[src/sv/ptom_pkg.sv]
// ============================================================================
// ptom_pkg - shared types and codes of the price-time order matcher
// field widths, mode and status codes, table entry layout, sequencer states
// ============================================================================
package ptom_pkg;

    localparam int BOOK_DEPTH_DEF = 16;

    localparam int MODE_W   = 2;
    localparam int ID_W     = 31;
    localparam int PRICE_W  = 32;
    localparam int TIME_W   = 32;
    localparam int STATUS_W = 3;

    localparam logic [MODE_W-1:0] MODE_BUY    = 2'd0;
    localparam logic [MODE_W-1:0] MODE_SELL   = 2'd1;
    localparam logic [MODE_W-1:0] MODE_CANCEL = 2'd2;

    localparam logic [STATUS_W-1:0] STAT_RESTED    = 3'd0;
    localparam logic [STATUS_W-1:0] STAT_MATCHED   = 3'd1;
    localparam logic [STATUS_W-1:0] STAT_CANCELLED = 3'd2;
    localparam logic [STATUS_W-1:0] STAT_NOTFOUND  = 3'd3;
    localparam logic [STATUS_W-1:0] STAT_FULL      = 3'd4;

    localparam logic SIDE_BID = 1'b0;
    localparam logic SIDE_ASK = 1'b1;

    typedef struct packed {
        logic [ID_W-1:0]    ident;
        logic [PRICE_W-1:0] price;
        logic [TIME_W-1:0]  stamp;
    } t_entry;

    typedef enum logic [1:0] {
        CMP_ASK,
        CMP_BID,
        CMP_ID
    } t_cmp_op;

    typedef struct packed {
        logic rd_en;
        logic wr_en;
        logic inc;
        logic dec;
    } t_tbl_ctl;

    typedef enum logic [2:0] {
        ST_IDLE,
        ST_START,
        ST_SCAN,
        ST_DECIDE,
        ST_COMPACT,
        ST_DONE
    } t_state;

endpackage

[src/sv/ptom_if.sv]
// ============================================================================
// ptom_if - order and result channels of the price-time order matcher
// valid/ready channels, one transfer per edge with valid and ready high
// ============================================================================
interface ptom_in_if import ptom_pkg::*; ();
    logic                valid;
    logic                ready;
    logic [MODE_W-1:0]   mode;
    logic [ID_W-1:0]     order_id;
    logic [PRICE_W-1:0]  limit_price;
    logic [TIME_W-1:0]   arrival_time;

    modport source (output valid, output mode, output order_id, output limit_price,
                    output arrival_time, input ready);
    modport sink (input valid, input mode, input order_id, input limit_price,
                  input arrival_time, output ready);
endinterface

interface ptom_out_if import ptom_pkg::*; ();
    logic                valid;
    logic                ready;
    logic [STATUS_W-1:0] status;
    logic [ID_W-1:0]     buyer_id;
    logic [ID_W-1:0]     seller_id;
    logic [PRICE_W-1:0]  fill_price;

    modport source (output valid, output status, output buyer_id, output seller_id,
                    output fill_price, input ready);
    modport sink (input valid, input status, input buyer_id, input seller_id,
                  input fill_price, output ready);
endinterface

[src/sv/ptom_cmp.sv]
// ============================================================================
// ptom_cmp - shared compare unit
// qualifies one table entry against the order and the best entry so far
// ============================================================================
module ptom_cmp import ptom_pkg::*; (
    input  t_cmp_op            i_op,
    input  t_entry             i_entry,
    input  logic [PRICE_W-1:0] i_lim,
    input  logic [ID_W-1:0]    i_key_id,
    input  logic               i_best_vld,
    input  t_entry             i_best,
    output logic               o_take
);

    logic ok;
    logic better;
    logic same_px;
    logic earlier;

    assign same_px = (i_entry.price == i_best.price);
    assign earlier = (i_entry.stamp < i_best.stamp);

    always_comb begin
        ok     = 1'b0;
        better = 1'b0;
        case (i_op)
            CMP_ASK: begin
                ok     = (i_entry.price <= i_lim);
                better = !i_best_vld || (i_entry.price < i_best.price) ||
                         (same_px && earlier);
            end
            CMP_BID: begin
                ok     = (i_entry.price >= i_lim);
                better = !i_best_vld || (i_entry.price > i_best.price) ||
                         (same_px && earlier);
            end
            CMP_ID: begin
                ok     = (i_entry.ident == i_key_id);
                better = !i_best_vld;
            end
            default: begin
                ok     = 1'b0;
                better = 1'b0;
            end
        endcase
    end

    assign o_take = ok && better;

endmodule

[src/sv/ptom_table.sv]
// ============================================================================
// ptom_table - one side of the book
// entry memory oldest at address 0, newest at count-1, with its fill count
// ============================================================================
module ptom_table import ptom_pkg::*; #(
    parameter  int DEPTH = BOOK_DEPTH_DEF,
    localparam int AW    = (DEPTH > 1) ? $clog2(DEPTH) : 1,
    localparam int CW    = $clog2(DEPTH + 1)
) (
    input  logic          i_clk,
    input  logic          i_rst_n,
    input  t_tbl_ctl      i_ctl,
    input  logic [AW-1:0] i_rd_addr,
    input  logic [AW-1:0] i_wr_addr,
    input  t_entry        i_wr_data,
    output t_entry        o_rd_data,
    output logic [CW-1:0] o_count
);

    t_entry        r_mem [DEPTH];
    t_entry        r_rd_data;
    logic [CW-1:0] r_count;
    logic [CW-1:0] n_count;

    always_ff @(posedge i_clk) begin
        if (i_ctl.wr_en) begin
            r_mem[i_wr_addr] <= i_wr_data;
        end
        if (i_ctl.rd_en) begin
            r_rd_data <= r_mem[i_rd_addr];
        end
    end

    always_comb begin
        n_count = r_count;
        if (i_ctl.inc) begin
            n_count = r_count + CW'(1);
        end else if (i_ctl.dec) begin
            n_count = r_count - CW'(1);
        end
    end

    always_ff @(posedge i_clk) begin
        if (!i_rst_n) begin
            r_count <= '0;
        end else begin
            r_count <= n_count;
        end
    end

    assign o_rd_data = r_rd_data;
    assign o_count   = r_count;

endmodule

[src/sv/price_time_order_matcher.sv]
// ============================================================================
// price_time_order_matcher - bounded limit order book with price-time matching
// sequencer over two entry memories and one shared compare unit
// ============================================================================
// i_ord carries one order per transfer: buy, sell or cancel by id. o_res
// carries exactly one result per order: status, buyer id, seller id, price.
// ready on i_ord is high only while the sequencer is idle; one order is
// worked at a time. A buy, sell or cancel scans one side for the best entry,
// decides, closes the gap when an entry is removed by moving each newer entry
// down one place, and then hands over the result; the next order is taken
// once the result is loaded. A cancel that misses the bids also scans the
// asks; the longest case is a cancel that finds its id at the oldest ask.
// An unknown mode skips the scan and goes straight to handing over a result.
// The memory read port, one entry per cycle, paces the scan and the gap.
// Reset empties both sides by clearing their fill counts; no clearing pass
// is needed and the block is ready on the first cycle after reset.
// The result waits in an output register; while o_res is stalled the block
// holds its finished result and takes no new order until it is moved there.
// ============================================================================
module price_time_order_matcher import ptom_pkg::*; #(
    parameter int BOOK_DEPTH = BOOK_DEPTH_DEF
) (
    input logic       i_clk,
    input logic       i_rst_n,
    ptom_in_if.sink   i_ord,
    ptom_out_if.source o_res
);

    localparam int AW = (BOOK_DEPTH > 1) ? $clog2(BOOK_DEPTH) : 1;
    localparam int CW = $clog2(BOOK_DEPTH + 1);
    localparam logic [CW-1:0] FULL_CNT = CW'(BOOK_DEPTH);

    t_state               r_state, n_state;
    logic [MODE_W-1:0]    r_mode, n_mode;
    logic [ID_W-1:0]      r_oid, n_oid;
    logic [PRICE_W-1:0]   r_lim, n_lim;
    logic [TIME_W-1:0]    r_tim, n_tim;
    logic                 r_side, n_side;
    logic                 r_issuing, n_issuing;
    logic [AW-1:0]        r_issue_addr, n_issue_addr;
    logic [CW-1:0]        r_mv, n_mv;
    logic                 r_rd_vld, n_rd_vld;
    logic [AW-1:0]        r_rd_addr, n_rd_addr;
    logic                 r_best_vld, n_best_vld;
    t_entry               r_best, n_best;
    logic [AW-1:0]        r_best_addr, n_best_addr;
    logic [STATUS_W-1:0]  r_res_status, n_res_status;
    logic [ID_W-1:0]      r_res_buyer, n_res_buyer;
    logic [ID_W-1:0]      r_res_seller, n_res_seller;
    logic [PRICE_W-1:0]   r_res_fill, n_res_fill;
    logic                 r_out_vld, n_out_vld;
    logic [STATUS_W-1:0]  r_out_status, n_out_status;
    logic [ID_W-1:0]      r_out_buyer, n_out_buyer;
    logic [ID_W-1:0]      r_out_seller, n_out_seller;
    logic [PRICE_W-1:0]   r_out_fill, n_out_fill;

    t_tbl_ctl      side_ctl, own_ctl, bid_ctl, ask_ctl;
    logic [AW-1:0] tbl_rd_addr, tbl_wr_addr;
    t_entry        tbl_wr_data;
    t_entry        bid_rd, ask_rd, side_rd;
    logic [CW-1:0] bid_cnt, ask_cnt, side_cnt, own_cnt, side_m1;
    t_cmp_op       cmp_op;
    logic          cmp_take;
    logic          in_fire;
    logic          out_free;
    logic          mv_more;

    assign in_fire  = i_ord.valid && i_ord.ready;
    assign out_free = !r_out_vld || o_res.ready;
    assign side_rd  = (r_side == SIDE_ASK) ? ask_rd : bid_rd;
    assign side_cnt = (r_side == SIDE_ASK) ? ask_cnt : bid_cnt;
    assign own_cnt  = (r_side == SIDE_ASK) ? bid_cnt : ask_cnt;
    assign side_m1  = side_cnt - CW'(1);
    assign mv_more  = (r_mv < side_cnt);
    assign cmp_op   = (r_mode == MODE_CANCEL) ? CMP_ID :
                      ((r_side == SIDE_ASK) ? CMP_ASK : CMP_BID);
    assign bid_ctl  = (r_side == SIDE_ASK) ? own_ctl : side_ctl;
    assign ask_ctl  = (r_side == SIDE_ASK) ? side_ctl : own_ctl;

    ptom_table #(.DEPTH(BOOK_DEPTH)) u_bid (
        .i_clk     (i_clk),
        .i_rst_n   (i_rst_n),
        .i_ctl     (bid_ctl),
        .i_rd_addr (tbl_rd_addr),
        .i_wr_addr (tbl_wr_addr),
        .i_wr_data (tbl_wr_data),
        .o_rd_data (bid_rd),
        .o_count   (bid_cnt)
    );

    ptom_table #(.DEPTH(BOOK_DEPTH)) u_ask (
        .i_clk     (i_clk),
        .i_rst_n   (i_rst_n),
        .i_ctl     (ask_ctl),
        .i_rd_addr (tbl_rd_addr),
        .i_wr_addr (tbl_wr_addr),
        .i_wr_data (tbl_wr_data),
        .o_rd_data (ask_rd),
        .o_count   (ask_cnt)
    );

    ptom_cmp u_cmp (
        .i_op       (cmp_op),
        .i_entry    (side_rd),
        .i_lim      (r_lim),
        .i_key_id   (r_oid),
        .i_best_vld (r_best_vld),
        .i_best     (r_best),
        .o_take     (cmp_take)
    );

    // next state
    always_comb begin
        n_state = r_state;
        case (r_state)
            ST_IDLE: begin
                if (in_fire) begin
                    if (i_ord.mode inside {MODE_BUY, MODE_SELL, MODE_CANCEL}) begin
                        n_state = ST_START;
                    end else begin
                        n_state = ST_DONE;
                    end
                end
            end
            ST_START: begin
                n_state = ST_SCAN;
            end
            ST_SCAN: begin
                if (!r_issuing && !r_rd_vld) begin
                    n_state = ST_DECIDE;
                end
            end
            ST_DECIDE: begin
                if (r_best_vld) begin
                    n_state = ST_COMPACT;
                end else if (r_mode == MODE_CANCEL && r_side == SIDE_BID) begin
                    n_state = ST_START;
                end else begin
                    n_state = ST_DONE;
                end
            end
            ST_COMPACT: begin
                if (!mv_more && !r_rd_vld) begin
                    n_state = ST_DONE;
                end
            end
            ST_DONE: begin
                if (out_free) begin
                    n_state = ST_IDLE;
                end
            end
            default: begin
                n_state = ST_IDLE;
            end
        endcase
    end

    // datapath and table control
    always_comb begin
        n_mode       = r_mode;
        n_oid        = r_oid;
        n_lim        = r_lim;
        n_tim        = r_tim;
        n_side       = r_side;
        n_issuing    = r_issuing;
        n_issue_addr = r_issue_addr;
        n_mv         = r_mv;
        n_rd_vld     = r_rd_vld;
        n_rd_addr    = r_rd_addr;
        n_best_vld   = r_best_vld;
        n_best       = r_best;
        n_best_addr  = r_best_addr;
        n_res_status = r_res_status;
        n_res_buyer  = r_res_buyer;
        n_res_seller = r_res_seller;
        n_res_fill   = r_res_fill;
        n_out_vld    = r_out_vld && !o_res.ready;
        n_out_status = r_out_status;
        n_out_buyer  = r_out_buyer;
        n_out_seller = r_out_seller;
        n_out_fill   = r_out_fill;
        side_ctl     = '0;
        own_ctl      = '0;
        tbl_rd_addr  = '0;
        tbl_wr_addr  = '0;
        tbl_wr_data  = r_best;
        case (r_state)
            ST_IDLE: begin
                if (in_fire) begin
                    n_mode       = i_ord.mode;
                    n_oid        = i_ord.order_id;
                    n_lim        = i_ord.limit_price;
                    n_tim        = i_ord.arrival_time;
                    n_side       = (i_ord.mode == MODE_BUY) ? SIDE_ASK : SIDE_BID;
                    n_best_vld   = 1'b0;
                    n_res_status = STAT_NOTFOUND;
                    n_res_buyer  = '0;
                    n_res_seller = '0;
                    n_res_fill   = '0;
                end
            end
            ST_START: begin
                n_issuing    = (side_cnt != '0);
                n_issue_addr = side_m1[AW-1:0];
                n_rd_vld     = 1'b0;
            end
            ST_SCAN: begin
                if (r_issuing) begin
                    side_ctl.rd_en = 1'b1;
                    tbl_rd_addr    = r_issue_addr;
                    n_rd_vld       = 1'b1;
                    n_rd_addr      = r_issue_addr;
                    if (r_issue_addr == '0) begin
                        n_issuing = 1'b0;
                    end else begin
                        n_issue_addr = r_issue_addr - AW'(1);
                    end
                end else begin
                    n_rd_vld = 1'b0;
                end
                if (r_rd_vld && cmp_take) begin
                    n_best_vld  = 1'b1;
                    n_best      = side_rd;
                    n_best_addr = r_rd_addr;
                end
            end
            ST_DECIDE: begin
                n_rd_vld = 1'b0;
                if (r_best_vld) begin
                    n_mv = CW'(r_best_addr) + CW'(1);
                    if (r_mode == MODE_CANCEL) begin
                        n_res_status = STAT_CANCELLED;
                    end else begin
                        n_res_status = STAT_MATCHED;
                        n_res_fill   = r_best.price;
                        if (r_side == SIDE_ASK) begin
                            n_res_buyer  = r_oid;
                            n_res_seller = r_best.ident;
                        end else begin
                            n_res_buyer  = r_best.ident;
                            n_res_seller = r_oid;
                        end
                    end
                end else if (r_mode == MODE_CANCEL) begin
                    if (r_side == SIDE_BID) begin
                        n_side = SIDE_ASK;
                    end
                end else if (own_cnt == FULL_CNT) begin
                    n_res_status = STAT_FULL;
                end else begin
                    own_ctl.wr_en     = 1'b1;
                    own_ctl.inc       = 1'b1;
                    tbl_wr_addr       = own_cnt[AW-1:0];
                    tbl_wr_data.ident = r_oid;
                    tbl_wr_data.price = r_lim;
                    tbl_wr_data.stamp = r_tim;
                    n_res_status      = STAT_RESTED;
                end
            end
            ST_COMPACT: begin
                if (mv_more) begin
                    side_ctl.rd_en = 1'b1;
                    tbl_rd_addr    = r_mv[AW-1:0];
                    n_rd_vld       = 1'b1;
                    n_rd_addr      = r_mv[AW-1:0];
                    n_mv           = r_mv + CW'(1);
                end else begin
                    n_rd_vld = 1'b0;
                end
                if (r_rd_vld) begin
                    side_ctl.wr_en = 1'b1;
                    tbl_wr_addr    = r_rd_addr - AW'(1);
                    tbl_wr_data    = side_rd;
                end
                if (!mv_more && !r_rd_vld) begin
                    side_ctl.dec = 1'b1;
                end
            end
            ST_DONE: begin
                if (out_free) begin
                    n_out_vld    = 1'b1;
                    n_out_status = r_res_status;
                    n_out_buyer  = r_res_buyer;
                    n_out_seller = r_res_seller;
                    n_out_fill   = r_res_fill;
                end
            end
            default: begin
                n_rd_vld = 1'b0;
            end
        endcase
    end

    always_ff @(posedge i_clk) begin
        if (!i_rst_n) begin
            r_state    <= ST_IDLE;
            r_issuing  <= 1'b0;
            r_rd_vld   <= 1'b0;
            r_best_vld <= 1'b0;
            r_out_vld  <= 1'b0;
        end else begin
            r_state    <= n_state;
            r_issuing  <= n_issuing;
            r_rd_vld   <= n_rd_vld;
            r_best_vld <= n_best_vld;
            r_out_vld  <= n_out_vld;
        end
    end

    always_ff @(posedge i_clk) begin
        r_mode       <= n_mode;
        r_oid        <= n_oid;
        r_lim        <= n_lim;
        r_tim        <= n_tim;
        r_side       <= n_side;
        r_issue_addr <= n_issue_addr;
        r_mv         <= n_mv;
        r_rd_addr    <= n_rd_addr;
        r_best       <= n_best;
        r_best_addr  <= n_best_addr;
        r_res_status <= n_res_status;
        r_res_buyer  <= n_res_buyer;
        r_res_seller <= n_res_seller;
        r_res_fill   <= n_res_fill;
        r_out_status <= n_out_status;
        r_out_buyer  <= n_out_buyer;
        r_out_seller <= n_out_seller;
        r_out_fill   <= n_out_fill;
    end

    assign i_ord.ready      = (r_state == ST_IDLE);
    assign o_res.valid      = r_out_vld;
    assign o_res.status     = r_out_status;
    assign o_res.buyer_id   = r_out_buyer;
    assign o_res.seller_id  = r_out_seller;
    assign o_res.fill_price = r_out_fill;

`ifndef SYNTHESIS
    a_cnt_bound: assert property (@(posedge i_clk) disable iff (!i_rst_n)
        (bid_cnt <= FULL_CNT) && (ask_cnt <= FULL_CNT))
        else $error("book side count beyond depth");

    a_done_hold: assert property (@(posedge i_clk) disable iff (!i_rst_n)
        (r_state == ST_DONE && r_out_vld && !o_res.ready) |=> (r_state == ST_DONE))
        else $error("result dropped while output stalled");

    a_buy_price: assert property (@(posedge i_clk) disable iff (!i_rst_n)
        (r_state == ST_DECIDE && r_best_vld && r_mode == MODE_BUY)
        |-> (r_best.price <= r_lim))
        else $error("buy matched an ask above its limit");

    a_compact_dec: assert property (@(posedge i_clk) disable iff (!i_rst_n)
        (r_state == ST_COMPACT && n_state == ST_DONE && r_side == SIDE_BID)
        |=> (bid_cnt == $past(bid_cnt) - CW'(1)))
        else $error("bid removal did not shrink the side");
`endif

endmodule

[src/flat_wrapper.sv]
// flat-port wrapper written by rule: the top's interface ports become plain ports
module price_time_order_matcher_flat import ptom_pkg::*;
#(
    parameter int BOOK_DEPTH = BOOK_DEPTH_DEF
)
  (i_clk, i_rst_n, i_ord_valid, i_ord_mode, i_ord_order_id, i_ord_limit_price, i_ord_arrival_time, i_ord_ready, o_res_valid, o_res_status, o_res_buyer_id, o_res_seller_id, o_res_fill_price, o_res_ready);
  ptom_in_if i_ord_i ();
  ptom_out_if o_res_i ();
  input logic i_clk;
  input logic i_rst_n;
  input wire logic [$bits(i_ord_i.valid)-1:0] i_ord_valid;
  input wire logic [$bits(i_ord_i.mode)-1:0] i_ord_mode;
  input wire logic [$bits(i_ord_i.order_id)-1:0] i_ord_order_id;
  input wire logic [$bits(i_ord_i.limit_price)-1:0] i_ord_limit_price;
  input wire logic [$bits(i_ord_i.arrival_time)-1:0] i_ord_arrival_time;
  output wire logic [$bits(i_ord_i.ready)-1:0] i_ord_ready;
  output wire logic [$bits(o_res_i.valid)-1:0] o_res_valid;
  output wire logic [$bits(o_res_i.status)-1:0] o_res_status;
  output wire logic [$bits(o_res_i.buyer_id)-1:0] o_res_buyer_id;
  output wire logic [$bits(o_res_i.seller_id)-1:0] o_res_seller_id;
  output wire logic [$bits(o_res_i.fill_price)-1:0] o_res_fill_price;
  input wire logic [$bits(o_res_i.ready)-1:0] o_res_ready;
  assign i_ord_i.valid = i_ord_valid;
  assign i_ord_i.mode = i_ord_mode;
  assign i_ord_i.order_id = i_ord_order_id;
  assign i_ord_i.limit_price = i_ord_limit_price;
  assign i_ord_i.arrival_time = i_ord_arrival_time;
  assign i_ord_ready = i_ord_i.ready;
  assign o_res_valid = o_res_i.valid;
  assign o_res_status = o_res_i.status;
  assign o_res_buyer_id = o_res_i.buyer_id;
  assign o_res_seller_id = o_res_i.seller_id;
  assign o_res_fill_price = o_res_i.fill_price;
  assign o_res_i.ready = o_res_ready;
  price_time_order_matcher #(.BOOK_DEPTH(BOOK_DEPTH)) u_core (.i_clk(i_clk), .i_rst_n(i_rst_n), .i_ord(i_ord_i), .o_res(o_res_i));
endmodule
[config.mk]
export PLATFORM = sky130hd
export DESIGN_NAME = price_time_order_matcher_flat
export DESIGN_NICKNAME = d
export VERILOG_FILES = /design/src/sv/ptom_pkg.sv /design/src/sv/ptom_if.sv /design/src/sv/ptom_cmp.sv /design/src/sv/ptom_table.sv /design/src/sv/price_time_order_matcher.sv /design/src/flat_wrapper.sv
export SDC_FILE = /design/constraint.sdc
export NUM_CORES = 2
export LEC_CHECK = 0
export BUFFER_PORTS_ARGS = -buffer_cell sky130_fd_sc_hd__buf_2
export CAP_MARGIN = 40
export CORE_UTILIZATION = 45
export DETAILED_ROUTE_END_ITERATION = 7
export SLEW_MARGIN = 20
export SYNTH_ARGS = -nofsm -noshare
export SYNTH_HDL_FRONTEND = slang
export SYNTH_HIERARCHICAL = 1
export SYNTH_SLANG_ARGS = --single-unit
[constraint.sdc]
create_clock -name i_clk -period 13.1 [get_ports i_clk]
set_clock_uncertainty 0.15 [all_clocks]
set_input_delay 0.655 -clock i_clk [delete_from_list [all_inputs] [get_ports i_clk]]
set_output_delay 0.655 -clock i_clk [all_outputs]
set_load 0.1 [all_outputs]
==> impl_metrics.prom <==
# TYPE chip_impl_metric gauge
chip_impl_metric{name="switching_share_of_power",unit=""} 0.2530
chip_impl_metric{name="htree_num_levels",unit=""} 5
chip_impl_info{name="postSynth.topFlopCell",value="sky130_fd_sc_hd__edfxtp_1"} 1
chip_impl_metric{name="power.sequential.fraction",unit=""} 0.500
chip_impl_metric{name="post_drt_via_cell_ratio",unit=""} 6.178
chip_impl_info{name="crit-reg2reg-capture",value="u_core/r_best[29]$_DFFE_PP_"} 1
chip_impl_metric{name="grt_overflow",unit=""} 0
chip_impl_metric{name="drtIter0Drc",unit=""} 8230
chip_impl_metric{name="dp_slack",unit="ns"} 6.233
chip_impl_metric{name="pin_count",unit=""} 200
chip_impl_info{name="whs_endpoint",value="u_core/r_state[2]$_SDFFE_PN0P_"} 1
chip_impl_metric{name="cts.repair_timing.setup_buffer_count",unit=""} 0
chip_impl_metric{name="setup_viol",unit=""} 0
chip_impl_metric{name="rows",unit=""} 204
chip_impl_metric{name="pwr_density_cell",unit="nW/µm²"} 170.3
chip_impl_metric{name="coreArea",unit="µm²"} 309100
chip_impl_metric{name="worst_r2r_path_depth",unit=""} 14
chip_impl_metric{name="fin_crit_sh",unit=""} 0.5357
chip_impl_metric{name="ys.warnings.count",unit=""} 6
chip_impl_info{name="unrepaired_setup_endpoints_after_global_routing",value="no"} 1
chip_impl_metric{name="placed_cells_incl_taps",unit=""} 10632
chip_impl_metric{name="post_syn_nets",unit=""} 6618
chip_impl_info{name="run_status",value="finished with violations"} 1
chip_impl_metric{name="multiInputGateArea",unit="µm²"} 28780
chip_impl_metric{name="clockBufferDepth",unit=""} 4
chip_impl_metric{name="first_global_vias",unit=""} 70704
chip_impl_metric{name="number_of_violations_of_the_max_capacitance_limit",unit=""} 0
chip_impl_metric{name="worst_slew_pin_slew",unit="ns"} 1.147
chip_impl_metric{name="vdd_ir_drop_max",unit="mV"} 0.1234
chip_impl_metric{name="grt_first_pass_wirelength",unit="mm"} 540.8
chip_impl_metric{name="grt_max_degree",unit=""} 117
chip_impl_metric{name="nNetsFinal",unit=""} 7235
chip_impl_metric{name="floorplan.initialDensity",unit=""} 0.4531
chip_impl_metric{name="syn_area_per_cell",unit="µm²"} 21.86
chip_impl_metric{name="drive_above_1_share",unit=""} 0.2601
chip_impl_metric{name="fmax",unit="MHz"} 142.5
chip_impl_info{name="worst_setup_path_end_kind",value="flop"} 1
chip_impl_metric{name="synthesis_stage_register_bit_count",unit=""} 3651
chip_impl_metric{name="cts_hold_repair.buffers",unit=""} 99
chip_impl_metric{name="die_y",unit="µm"} 559.9
chip_impl_metric{name="layout.area.seq",unit="µm²"} 109500
chip_impl_metric{name="cp.arrival",unit="ns"} 7.42
chip_impl_info{name="mostFrequentLayoutCells",value="sky130_fd_sc_hd__edfxtp_1, sky130_fd_sc_hd__mux4_2, sky130_fd_sc_hd__a22oi_1"} 1
chip_impl_metric{name="internal-power",unit="mW"} 20.55
chip_impl_metric{name="global_route.usage.total",unit=""} 0.2438
chip_impl_metric{name="via_count",unit=""} 70734
chip_impl_metric{name="wire_per_inst",unit="µm"} 33.76
chip_impl_metric{name="postRouteWirelength",unit="mm"} 386.5
chip_impl_metric{name="timing_max_transition_violations_final",unit=""} 0
chip_impl_metric{name="finalWorstSetupSlack",unit="ns"} 6.082
chip_impl_metric{name="floorplan.die_area",unit="µm²"} 313500
chip_impl_metric{name="dr.pass1.iters",unit=""} 7
chip_impl_metric{name="antenna_violating_nets_post_route",unit=""} 0
chip_impl_metric{name="async_reset_ff_frac",unit=""} 0
chip_impl_metric{name="gp_congestion",unit=""} 0.7958
chip_impl_metric{name="dpl.hpwl",unit="mm"} 204.3
chip_impl_info{name="min_path_type",value="primary input to flop"} 1
chip_impl_info{name="cts_tree",value="done"} 1
chip_impl_info{name="min-delay-start",value="i_ord_valid"} 1
chip_impl_metric{name="netlist-cell-type-count",unit=""} 75
chip_impl_metric{name="hold_viol",unit=""} 0
chip_impl_metric{name="setup_tns",unit="ns"} 0
chip_impl_info{name="crit_path_cell_chain",value="buf_4, mux2_2, ha_1, nand4_1, nor4_2, nand3_1, a211oi_1, o221ai_1, o21ai_0, o211a_1, nand2_1, nor2_4, buf_4, buf_4"} 1
chip_impl_metric{name="critPathMaxStageDelay",unit="ns"} 0.80
chip_impl_metric{name="slew_headroom",unit=""} 0.2352
chip_impl_info{name="critical_path.startpoint_type",value="flop"} 1
chip_impl_metric{name="numClockSinks",unit=""} 3651
chip_impl_metric{name="power.static_leakage",unit="nW"} 51.53
chip_impl_metric{name="synth_sequential_area_ratio",unit=""} 0.7816
chip_impl_metric{name="synth.cell_area",unit="µm²"} 140100
chip_impl_metric{name="syn_inst",unit=""} 6407
chip_impl_metric{name="synth_enable_flop_cells",unit=""} 3634
chip_impl_metric{name="power_switching",unit="mW"} 6.958
chip_impl_metric{name="cts.clk_slew.worst_paths",unit="ns"} 0.06
chip_impl_metric{name="io_buffers",unit=""} 199
chip_impl_metric{name="die-width",unit="µm"} 559.9
chip_impl_info{name="cts.root.buffer_cell",value="sky130_fd_sc_hd__clkbuf_16"} 1
chip_impl_info{name="failing_checks",value="DRC"} 1
chip_impl_metric{name="cts_buffers",unit=""} 372
chip_impl_info{name="layout.cells.most_common",value="sky130_fd_sc_hd__edfxtp_1"} 1
chip_impl_metric{name="ctsResizeCount",unit=""} 0
chip_impl_info{name="cp_common_cell",value="sky130_fd_sc_hd__buf_4"} 1
chip_impl_metric{name="clockPowerShare",unit=""} 0.379
chip_impl_metric{name="initial_antenna_violation_count",unit=""} 5
chip_impl_metric{name="drcViolationCount",unit=""} 14
chip_impl_metric{name="finalCriticalPeriod",unit="ns"} 7.018
chip_impl_info{name="r2r-start",value="u_core/r_side$_SDFFCE_PP1P_"} 1
chip_impl_metric{name="final_cell_count_no_fill",unit=""} 11450
chip_impl_metric{name="areaGrowthSynthToFinish",unit="%"} 15.29
chip_impl_metric{name="r2r_slack",unit="ns"} 6.08
chip_impl_metric{name="clk_latency",unit="ns"} 0.96
chip_impl_metric{name="worst_path_required",unit="ns"} 13.50
chip_impl_metric{name="comb_power_share",unit=""} 0.121
chip_impl_info{name="crit_slowest_cell",value="sky130_fd_sc_hd__nor4_2"} 1
chip_impl_metric{name="worstHoldPathCells",unit=""} 4
chip_impl_metric{name="worstPathMaxFanout",unit=""} 40
chip_impl_metric{name="final.fill_count",unit=""} 23659
chip_impl_info{name="timing.setup.critical_path_class",value="flop to flop"} 1
[state kept, by name, indices dropped and copies added (netlist names), 4 cells and up]
signal                   flops
u_core/o_res.buyer_id       31
u_core/o_res.fill_price     32
u_core/o_res.seller_id      31
u_core/r_best               95
u_core/r_best_addr           4
u_core/r_issue_addr          4
u_core/r_lim                32
u_core/r_mv                  5
u_core/r_oid                31
u_core/r_rd_addr             4
u_core/r_res_buyer          31
u_core/r_res_fill           32
u_core/r_res_seller         31
u_core/r_tim                32
u_core/u_ask/o_count         5
u_core/u_ask/o_rd_data      95
u_core/u_ask/r_mem        1520
u_core/u_bid/o_count         5
u_core/u_bid/o_rd_data      95
u_core/u_bid/r_mem        1520
[metal layers]
metal	global-route usage	up-vias	wire length (µm)
met2	0.4043	3254	190400
met4	0.06832	2	11240
met1	0.3387	38723	154800
met3	0.03428	535	30070
li1	-	28220	-
met5	0	-	13
[worst max-delay path by stage]
| stage | slack, ns | depth (start not counted) | startpoint | endpoint |
|---|---|---|---|---|
| floorplan | 3.46 | 10 | u_core/r_mode[1]$_DFFE_PP_ | u_core/u_ask/r_mem[0][0]$_DFFE_PP_ |
| global placement | 6.27 | 13 | u_core/r_side$_SDFFCE_PP1P_ | u_core/u_bid/o_rd_data[4]$_DFFE_PP_ |
| detailed placement | 6.23 | 13 | u_core/r_side$_SDFFCE_PP1P_ | u_core/u_ask/o_rd_data[63]$_DFFE_PP_ |
| CTS | 6.19 | 15 | u_core/r_side$_SDFFCE_PP1P_ | u_core/r_best[24]$_DFFE_PP_ |
| global route | 5.91 | 13 | u_core/r_side$_SDFFCE_PP1P_ | u_core/u_ask/o_rd_data[23]$_DFFE_PP_ |
| finish | 6.08 | 14 | u_core/r_side$_SDFFCE_PP1P_ | u_core/r_best[29]$_DFFE_PP_ |
[layout make-up]
cell class	count	share of cell area
Inverter	113	0.002658
Tap cell	4120	0.03193
Timing Repair Buffer	579	0.03532
Sequential cell	3651	0.6780
Clock buffer	447	0.05979
Multi-Input combinational cell	2307	0.1782
Antenna cell	3	0.00004649
Clock inverter	230	0.01410
[power by group through the flow]
stage | logic [mW] | registers, mW | clock network (mW)
final | 3.33 | 13.8 | 10.4
after floorplan | 1.95 | 14.1 | 0
after detailed placement | 3.24 | 14.0 | 0
after global routing | 3.52 | 13.8 | 11.0
after global placement | 3.11 | 14.0 | 0
after CTS | 3.28 | 13.8 | 10.6
[Yosys cell counts (all sizes together) (3+ instances only)]
cell type / instances / area (µm²)
a211oi: 4 / 30.03
a21boi: 7 / 52.55
a21o: 21 / 157.7
a21oi: 50 / 254.0
a221o: 95 / 950.9
a22oi: 381 / 2865
a32o: 4 / 40.04
and2: 38 / 237.7
and3: 96 / 600.6
and4: 3 / 26.28
buf: 159 / 1089
clkbuf: 177 / 664.4
dfxtp: 17 / 340.3
edfxtp: 3634 / 109100
ha: 108 / 1351
inv: 113 / 424.2
mux2: 95 / 1070
mux2i: 72 / 720.7
mux4: 760 / 17120
nand2: 240 / 900.9
nand2b: 9 / 58.81
nand3: 15 / 75.07
nand3b: 7 / 52.55
nand4: 25 / 171.4
nor2: 102 / 382.9
nor2b: 15 / 93.84
nor3: 22 / 110.1
nor3b: 4 / 35.03
nor4: 10 / 68.81
o211ai: 5 / 37.54
o21a: 5 / 37.54
o21ai: 26 / 130.1
o22ai: 4 / 25.02
or3b: 5 / 43.80
xnor2: 21 / 183.9
xor2: 22 / 192.7
[stage by stage]
| step | total power, mW | cell area, µm² | hold slack [ns] | utilization |
|---|---|---|---|---|
| 3_5_place_dp | 17.26 | 147900 | 0.2545 | 0.4786 |
| 4_1_cts | 27.63 | 160900 | 0.03166 | 0.5204 |
| 5_1_grt | 28.32 | 161500 | 0.1564 | 0.5224 |
| 3_3_place_gp | 17.13 | 146300 | 0.2563 | 0.4732 |
| 6_report | 27.51 | 161500 | 0.08862 | 0.5224 |
| 2_1_floorplan | 16.03 | 140100 | 0.2503 | - |
[cells by family (layout without fill, tap and decap cells)]
family	Yosys count	after routing	synth area share
adders and majority gates	110	110	0.009934
and+or+nand+nor	601	601	0.02105
xor gates and xnor gates	43	43	0.002689
buffers and inverters	449	1369	0.01554
other	0	3	0
AOI/OAI and AO/OA	626	626	0.03423
DFF	3651	3651	0.7816
muxes	927	927	0.1350
[critical path, delay by kind of cell (launching register included)]
family | cells | cell delay [ns]
adder cells (fa/ha/maj) | 1 | 0.35
AND/OR/NAND/NOR | 5 | 1.90
AO/OA/AOI/OAI | 4 | 1.50
buffers and inverters | 3 | 1.78
flip-flops | 1 | 0.34
multiplexers | 1 | 0.47
(Power assumes the default switching activity.)
